--- src/rtl/cmfseg_pkg.sv ---
// ---------------------------------------------------------------------------
// cmfseg_pkg
// Types and constants shared by the CAN multi-frame segmenter modules.
// ---------------------------------------------------------------------------
`default_nettype none

package cmfseg_pkg;

   localparam int SLOT_COUNT   = 7;
   localparam int BYTE_W       = 8;
   localparam int ID_W         = 11;
   localparam int REQ_TDATA_W  = 16;
   localparam int FRAME_BITS   = ID_W + BYTE_W + SLOT_COUNT * BYTE_W;
   localparam int RSP_TDATA_W  = ((FRAME_BITS + 7) / 8) * 8;
   localparam int RSP_PAD_W    = RSP_TDATA_W - FRAME_BITS;

   localparam logic [BYTE_W-1:0] CTRL_START = 8'h80;
   localparam logic [BYTE_W-1:0] CTRL_END   = 8'hFF;
   localparam logic [BYTE_W-1:0] LEN_MASK   = 8'h7F;

   // per-request control handed to every slot cell
   typedef struct packed {
      logic take;   // a byte of a live message is accepted
      logic flush;  // this byte closes the frame
   } cell_ctrl_type;

   typedef struct packed {
      logic [SLOT_COUNT-1:0][BYTE_W-1:0] payload;
      logic [BYTE_W-1:0]                 control;
      logic [ID_W-1:0]                   id;
   } frame_type;

endpackage

`default_nettype wire

--- src/rtl/cmfseg_cell.sv ---
// ---------------------------------------------------------------------------
// cmfseg_cell
// One payload slot of the frame buffer; a write token passes along the row.
// ---------------------------------------------------------------------------
`default_nettype none

module cmfseg_cell
   import cmfseg_pkg::*;
(
   input  wire logic                clock,
   input  wire logic                reset,
   input  wire cell_ctrl_type       ctrl,
   input  wire logic                is_head,
   input  wire logic                token_prev,
   input  wire logic [BYTE_W-1:0]   data_byte,
   output logic                     token_out,
   output logic [BYTE_W-1:0]        slot_out
);

   logic              token_ff;
   logic              token_in;
   logic              valid_ff;
   logic              valid_in;
   logic [BYTE_W-1:0] byte_ff;
   logic              take_here;

   assign take_here = ctrl.take & token_ff;

   always_comb begin
      token_in = token_ff;
      valid_in = valid_ff;
      if (ctrl.take) begin
         if (ctrl.flush) begin
            token_in = is_head;
            valid_in = 1'b0;
         end else begin
            token_in = token_prev;
            valid_in = valid_ff | token_ff;
         end
      end
   end

   always_ff @(posedge clock) begin
      if (reset) begin
         token_ff <= is_head;
         valid_ff <= 1'b0;
      end else begin
         token_ff <= token_in;
         valid_ff <= valid_in;
      end
   end

   always_ff @(posedge clock) begin
      if (take_here) begin
         byte_ff <= data_byte;
      end
   end

   // byte arriving now goes straight through, empty slots read as zero pad
   assign slot_out  = take_here ? data_byte : (valid_ff ? byte_ff : '0);
   assign token_out = token_ff;

endmodule

`default_nettype wire

--- src/rtl/cmfseg_out_buf.sv ---
// ---------------------------------------------------------------------------
// cmfseg_out_buf
// Output register with one skid entry for finished frames.
// ---------------------------------------------------------------------------
`default_nettype none

module cmfseg_out_buf
   import cmfseg_pkg::*;
(
   input  wire logic      clock,
   input  wire logic      reset,
   input  wire logic      push,
   input  wire frame_type push_frame,
   output logic           space,
   output logic           out_valid,
   input  wire logic      out_ready,
   output frame_type      out_frame
);

   logic      head_valid_ff;
   logic      head_valid_in;
   logic      skid_valid_ff;
   logic      skid_valid_in;
   frame_type head_ff;
   frame_type head_in;
   frame_type skid_ff;
   frame_type skid_in;
   logic      head_free;

   assign head_free = ~head_valid_ff | out_ready;

   always_comb begin
      head_valid_in = head_valid_ff;
      skid_valid_in = skid_valid_ff;
      head_in       = head_ff;
      skid_in       = skid_ff;
      if (skid_valid_ff) begin
         if (head_free) begin
            head_valid_in = 1'b1;
            head_in       = skid_ff;
            skid_valid_in = 1'b0;
         end
      end else if (push) begin
         if (head_free) begin
            head_valid_in = 1'b1;
            head_in       = push_frame;
         end else begin
            skid_valid_in = 1'b1;
            skid_in       = push_frame;
         end
      end else if (head_free) begin
         head_valid_in = 1'b0;
      end
   end

   always_ff @(posedge clock) begin
      if (reset) begin
         head_valid_ff <= 1'b0;
         skid_valid_ff <= 1'b0;
      end else begin
         head_valid_ff <= head_valid_in;
         skid_valid_ff <= skid_valid_in;
      end
   end

   always_ff @(posedge clock) begin
      head_ff <= head_in;
      skid_ff <= skid_in;
   end

   assign space     = ~skid_valid_ff;
   assign out_valid = head_valid_ff;
   assign out_frame = head_ff;

endmodule

`default_nettype wire

--- src/rtl/can_multiframe_segmenter_top.sv ---
// ---------------------------------------------------------------------------
// can_multiframe_segmenter_top
// Packs a byte stream into 8-byte CAN frames with a control byte in front.
// ---------------------------------------------------------------------------
// One message byte is taken per cycle; a request is never held off unless two
// finished frames are waiting on the rsp side (output register plus one skid
// entry). The frame that a request's last byte completes goes into the output
// register and onto rsp, or into the skid entry while an earlier frame still
// waits in the output register. Payload slots sit in a row of seven cells
// through which a write token walks, one cell per byte; the token reaching the
// last cell or the byte counter meeting the latched length closes a frame.
// Messages of seven bytes or fewer give one end frame (control 0xff); longer
// ones give a start frame (0x80 | length[6:0]), numbered middle frames and an
// end frame padded with zeros. A first byte whose length is zero is dropped.
// The identifier on each frame is the csr value when the frame is completed.
`default_nettype none

module can_multiframe_segmenter_top
   import cmfseg_pkg::*;
#(
   parameter int MAX_MESSAGE_BYTES = 255
)
(
   input  wire logic                   clock,
   input  wire logic                   reset,
   input  wire logic                   csr_wr_en,
   input  wire logic [ID_W-1:0]        csr_wr_data,
   input  wire logic                   req_tvalid,
   output logic                        req_tready,
   // data_byte [7:0], message_length [15:8]
   input  wire logic [REQ_TDATA_W-1:0] req_tdata,
   output logic                        rsp_tvalid,
   input  wire logic                   rsp_tready,
   // out_id [10:0], control_byte [18:11], payload_0 .. payload_6 [74:19],
   // zero [79:75]
   output logic [RSP_TDATA_W-1:0]      rsp_tdata
);

   localparam logic [BYTE_W-1:0] MAX_LEN = BYTE_W'(MAX_MESSAGE_BYTES);

   logic [ID_W-1:0]   frame_id_ff;
   logic [BYTE_W-1:0] latched_length_ff;
   logic [BYTE_W-1:0] bytes_taken_ff;
   logic [BYTE_W-1:0] bytes_taken_in;
   logic [BYTE_W-1:0] middle_sequence_ff;
   logic [BYTE_W-1:0] middle_sequence_in;

   logic [BYTE_W-1:0] data_byte;
   logic [BYTE_W-1:0] message_length;
   logic              req_fire;
   logic              first_byte;
   logic              discard;
   logic [BYTE_W-1:0] len_eff;
   logic [BYTE_W-1:0] taken_next;
   logic              is_end;
   logic              is_full;
   logic              is_start;
   logic              emit;
   cell_ctrl_type     cell_ctrl;
   frame_type         new_frame;
   frame_type         rsp_frame;
   logic              buf_space;

   logic [SLOT_COUNT-1:0]             token;
   logic [SLOT_COUNT-1:0]             token_prev;
   logic [SLOT_COUNT-1:0][BYTE_W-1:0] slot;

   assign data_byte      = req_tdata[BYTE_W-1:0];
   assign message_length = req_tdata[2*BYTE_W-1:BYTE_W];

   assign req_tready = buf_space;
   assign req_fire   = req_tvalid & req_tready;

   assign first_byte = (bytes_taken_ff == '0);
   assign discard    = first_byte & (message_length == '0);
   assign len_eff    = first_byte ? ((message_length > MAX_LEN) ? MAX_LEN : message_length)
                                  : latched_length_ff;
   assign taken_next = bytes_taken_ff + 1'b1;
   assign is_end     = (taken_next >= len_eff);
   assign is_full    = token[SLOT_COUNT-1];
   assign is_start   = (taken_next == BYTE_W'(SLOT_COUNT));
   assign emit       = cell_ctrl.take & (is_end | is_full);

   assign cell_ctrl.take  = req_fire & ~discard;
   assign cell_ctrl.flush = is_end | is_full;

   assign token_prev = {token[SLOT_COUNT-2:0], 1'b0};

   for (genvar k = 0; k < SLOT_COUNT; k++) begin : g_cell
      cmfseg_cell u_cell (
         .clock      (clock),
         .reset      (reset),
         .ctrl       (cell_ctrl),
         .is_head    (k == 0),
         .token_prev (token_prev[k]),
         .data_byte  (data_byte),
         .token_out  (token[k]),
         .slot_out   (slot[k])
      );
   end

   always_comb begin
      bytes_taken_in     = bytes_taken_ff;
      middle_sequence_in = middle_sequence_ff;
      if (cell_ctrl.take) begin
         if (is_end) begin
            bytes_taken_in     = '0;
            middle_sequence_in = '0;
         end else begin
            bytes_taken_in = taken_next;
            if (first_byte) begin
               middle_sequence_in = '0;
            end else if (is_full & ~is_start) begin
               middle_sequence_in = middle_sequence_ff + 1'b1;
            end
         end
      end
   end

   always_comb begin
      new_frame.id      = frame_id_ff;
      new_frame.payload = slot;
      if (is_end) begin
         new_frame.control = CTRL_END;
      end else if (is_start) begin
         new_frame.control = CTRL_START | (len_eff & LEN_MASK);
      end else begin
         new_frame.control = middle_sequence_ff;
      end
   end

   always_ff @(posedge clock) begin
      if (reset) begin
         frame_id_ff        <= '0;
         latched_length_ff  <= '0;
         bytes_taken_ff     <= '0;
         middle_sequence_ff <= '0;
      end else begin
         if (csr_wr_en) begin
            frame_id_ff <= csr_wr_data;
         end
         if (cell_ctrl.take) begin
            latched_length_ff <= len_eff;
         end
         bytes_taken_ff     <= bytes_taken_in;
         middle_sequence_ff <= middle_sequence_in;
      end
   end

   cmfseg_out_buf u_out_buf (
      .clock      (clock),
      .reset      (reset),
      .push       (emit),
      .push_frame (new_frame),
      .space      (buf_space),
      .out_valid  (rsp_tvalid),
      .out_ready  (rsp_tready),
      .out_frame  (rsp_frame)
   );

   assign rsp_tdata = {{RSP_PAD_W{1'b0}}, rsp_frame.payload, rsp_frame.control, rsp_frame.id};

endmodule

`default_nettype wire

--- config.mk ---
export PLATFORM = sky130hd
export DESIGN_NAME = can_multiframe_segmenter_top
export DESIGN_NICKNAME = d
export VERILOG_FILES = /design/src/rtl/cmfseg_pkg.sv /design/src/rtl/cmfseg_cell.sv /design/src/rtl/cmfseg_out_buf.sv /design/src/rtl/can_multiframe_segmenter_top.sv
export SDC_FILE = /design/constraint.sdc
export NUM_CORES = 1
export LEC_CHECK = 0
export ABC_AREA = 1
export BUFFER_PORTS_ARGS = -buffer_cell sky130_fd_sc_hd__buf_2
export CAP_MARGIN = 20
export CORE_ASPECT_RATIO = 0.8
export CORE_MARGIN = 2
export CORE_UTILIZATION = 60
export CTS_CLUSTER_SIZE = 28
export DETAILED_ROUTE_END_ITERATION = 8
export PLACE_DENSITY = 0.79
export REMOVE_ABC_BUFFERS = 1
export SLEW_MARGIN = 20
export SYNTH_ARGS = -nofsm -noshare
export SYNTH_HDL_FRONTEND = slang
export SYNTH_SLANG_ARGS = --single-unit
--- constraint.sdc ---
create_clock -name clock -period 9.4 [get_ports clock]
set_clock_uncertainty 0.15 [all_clocks]
set_input_delay 0.94 -clock clock [delete_from_list [all_inputs] [get_ports clock]]
set_output_delay 0.94 -clock clock [all_outputs]
set_load 0.05 [all_outputs]
==> metrics.md <==
| Metric | Value |
|---|---|
| Status | complete, no violations |
| Largest area contributor in the netlist | edfxtp_1 |
| Nets@finish | 1173 |
| Post-route ant nets | 0 |
| Pwr dens | 199.9 mW/mm^2 |
| P_int | 1.877 mW |
| TritonCTS Buffers | 25 |
| Hold_buf cts | 0 |
| Number of port buffers | 108 |
| # IOs | 114 |
| Core Region | 0.01743 sq mm |
| CP max FO | 41 |
| Final hold violation count | 0 |
| Setup WS post-layout | 4.740 ns |
| CTS max path bufs | 3 |
| Clock sink count | 257 |
| #FFs+latches synth | 257 |
| CP Class | reg2reg |
| Die Span X | 153.6 microns |
| Sequential power share | 52.2% |
| DIE HEIGHT | 123.7 microns |
| Rows | 43 |
| RSZ-0062 raised after global routing | no |
| Share of layout cells above drive strength 1 | 17.86% |
| Placement Setup Slack | 4.732 ns |
| GRT Util Overall | 23.33% |
| Initial Utilization | 61.61% |
| Via count | 7362 |
| Clock network power share | 40.6% |
| Drt total wl | 21880 microns |
| Switching share of power | 22.88% |
| Max Slew Vio Count | 0 |
| Avg Cell Area, Syn | 10.37 sq um |
| Clk root buf | clkbuf_16 |
| Least-Margin Pin Slew | 1.049 ns |
| Clock-pin slew of the registers on the worst-case setup and hold paths | 0.06 ns |
| Vias in the first global route | 7016 |
| Post-CTS setup buffers | 0 |
| CP endpoint kind | flop |
| Syn Inst Count | 1036 |
| EDFF count, synth | 206 |
| Mapped Area | 0.01074 sq mm |
| # resized after CTS | 0 |
| Worst Path Buf+Inv | 4 |
| Final Cycle Share | 49.57% |
| Largest net degree at the start of global routing | 78 |
| Period minus WS final | 4.660 ns |
| Max_slew headroom | 29.91% |
| Logic pwr share | 7.2% |
| Fmax | 214.6 MHz |
| Yosys warns | 0 |
| Max cap viols | 0 |
| Die area | 0.01899 sq mm |
| Initial antenna violation count | 0 |
| DR iter-0 viols | 621 |
| Worst setup SP type | flop |
| DP HPWL | 13310 microns |
| Final core occ | 69.84% |
| Worst Hold Class | reg2reg |
| Wire per inst | 15.94 microns |
| LEAKAGE | 5.119 nW |
| Finish-stage setup viols | 0 |
| Top Family by Delay on Critical Path | simple AND/OR/NAND/NOR gates |
| Seq/Total Area, Yosys | 67.11% |
| Worst Path Required | 9.40 ns |
| Top cells by area, synth | edfxtp_1 58%, nand2_1 14%, dfxtp_1 9.5%, nand3_1 3.4%, nor2_1 2.3% |
| CP most frequent cell | nand2_1 |
| Synth top area share | 57.60% |
| CTS tree | done |
| Setup TNS | 0 ns |
| Crit path DAT | 4.66 ns |
| Initial DRT Pass Iterations | 5 |
| Post-synth ARST share | 0% |
| Antenna Cells | 0 |
| Synth unique cells | 37 |
| Area grow syn2layout | 13.36% |
| Delay of the slowest critical-path stage | 0.80 ns |
| Clk Latency, worst-skew pair | 0.51 ns |
| Total power | 2.434 mW |
| Slowest cell on the critical path | nor2_4 |
| Grt ovf | 0 |
| Top_reg_cell synth | edfxtp_1 |
| Peak VDD IR | 0.1292 mV |
| First-pass GRT wire length | 35540 microns |
| Smallest hold slack | 0.3095 ns |
| Crit path cell chain | inv_1 -> ha_1 -> nand3_1 -> nor2_2 -> nand2_1 -> o21ai_0 -> inv_1 -> ha_1 -> nand2_1 -> nor2_1 -> nand4_1 -> nand3_1 -> inv_2 -> nand2_1 -> nand2_2 -> nor2_4 -> buf_4 |
| Gp weighted congestion | 0.8873 |
| H-tree depth | 1 |
| DRC viols | 0 |
| Net load switching power | 556.7 uW |
| Vias per Instance | 5.362 |
power by group through the flow:
| stage | combinational [mW] | sequential [mW] | clock (mW) |
|---|---|---|---|
| 5_1_grt | 0.198 | 1.27 | 1.04 |
| 3_5_place_dp | 0.175 | 1.29 | 0 |
| 4_1_cts | 0.177 | 1.27 | 1.00 |
| 2_1_floorplan | 0.0887 | 1.33 | 0 |
| 3_3_place_gp | 0.170 | 1.29 | 0 |
| 6_report | 0.176 | 1.27 | 0.987 |
cells in the final DEF, fill, tap and decap left out, types with 10 or more instances in the layout:
cell type,instances
a21oi_1,24
clkbuf_16,25
o21ai_0,26
nand3_1,72
nor2_1,63
ha_1,12
nand2_1,395
buf_2,108
inv_1,50
inv_2,10
dfxtp_1,50
edfxtp_1,206
nand2_2,18
synthesized netlist by cell type (2+ instances only):
| library cell | number |
|---|---|
| nand2_1 | 395 |
| edfxtp_1 | 206 |
| nand3_1 | 72 |
| nor2_1 | 65 |
| dfxtp_1 | 51 |
| inv_1 | 51 |
| o21ai_0 | 26 |
| a21oi_1 | 24 |
| clkbuf_1 | 21 |
| nand2_2 | 18 |
| buf_4 | 12 |
| ha_1 | 12 |
| inv_2 | 9 |
| nand3_2 | 9 |
| buf_2 | 8 |
| o21ai_1 | 8 |
| a22oi_1 | 6 |
| buf_1 | 5 |
| nand4_1 | 5 |
| nor2_2 | 5 |
| buf_6 | 4 |
| xor2_1 | 4 |
| a211oi_1 | 3 |
| nor3_1 | 3 |
| nand2_4 | 2 |
per-stage QoR:
step | cells | cell area, sq um
floorplan | 990 | 10480
global placement | 1327 | 11350
detailed placement | 1327 | 11350
CTS | 1373 | 12170
global route | 1373 | 12170
finish | 1373 | 12170
worst reg2reg max path: cells and delay by family (launching register included):
family                   cells  cell delay [ns]
AND/OR/NAND/NOR             10             2.13
adder cells (fa/ha/maj)      2             0.45
flip-flops                   1             0.40
AO/OA/AOI/OAI                1             0.17
buffers and inverters        4             0.95
metal layers:
layer	GRT usage, %	up-vias	wire length [microns]
li1	-	3622	-
met1	34.66	3441	9998
met2	36.81	273	10000
met3	4.071	26	1571
met4	5.046	0	314
met5	0	-	0
logic make-up after synthesis:
group	after synthesis	synth area share, %
AOI/OAI and AO/OA	70	3.554
xor gates and xnor gates	4	0.3262
adders and majority gates	12	1.398
buffers and inverters	111	4.695
DFF	257	67.11
other	1	0.03492
and+or+nand+nor	581	22.88
registers in the layout, indices dropped and copies added (netlist names), 8 cells and up:
name                   cells
u_out_buf.out_frame       75
u_out_buf.skid_ff         75
g_cell.u_cell.byte_ff     56
frame_id_ff               11
bytes_taken_ff             8
latched_length_ff          8
middle_sequence_ff         8
final timing paths:
check | cells past startpoint | from | slack (ns) | endpoint
max reg2reg | 17 | bytes_taken_ff[0] | 4.74 | u_out_buf.skid_ff[2]
min reg2reg | 0 | frame_id_ff[2] | 0.31 | u_out_buf.skid_ff[2]
min | 0 | frame_id_ff[2] | 0.31 | u_out_buf.skid_ff[2]
max | 17 | bytes_taken_ff[0] | 4.74 | u_out_buf.skid_ff[2]
area by class of cell:
type | instances | area [sq um]
sequential | 257 | 7208
inverter | 61 | 231.5
clock buffer | 34 | 699.4
fill | 1291 | 5258
tap | 225 | 281.5
timing repair buffer | 112 | 570.5
clock inverter | 12 | 120.1
multi-input combinational | 672 | 3063
(Power assumes the default switching activity.)
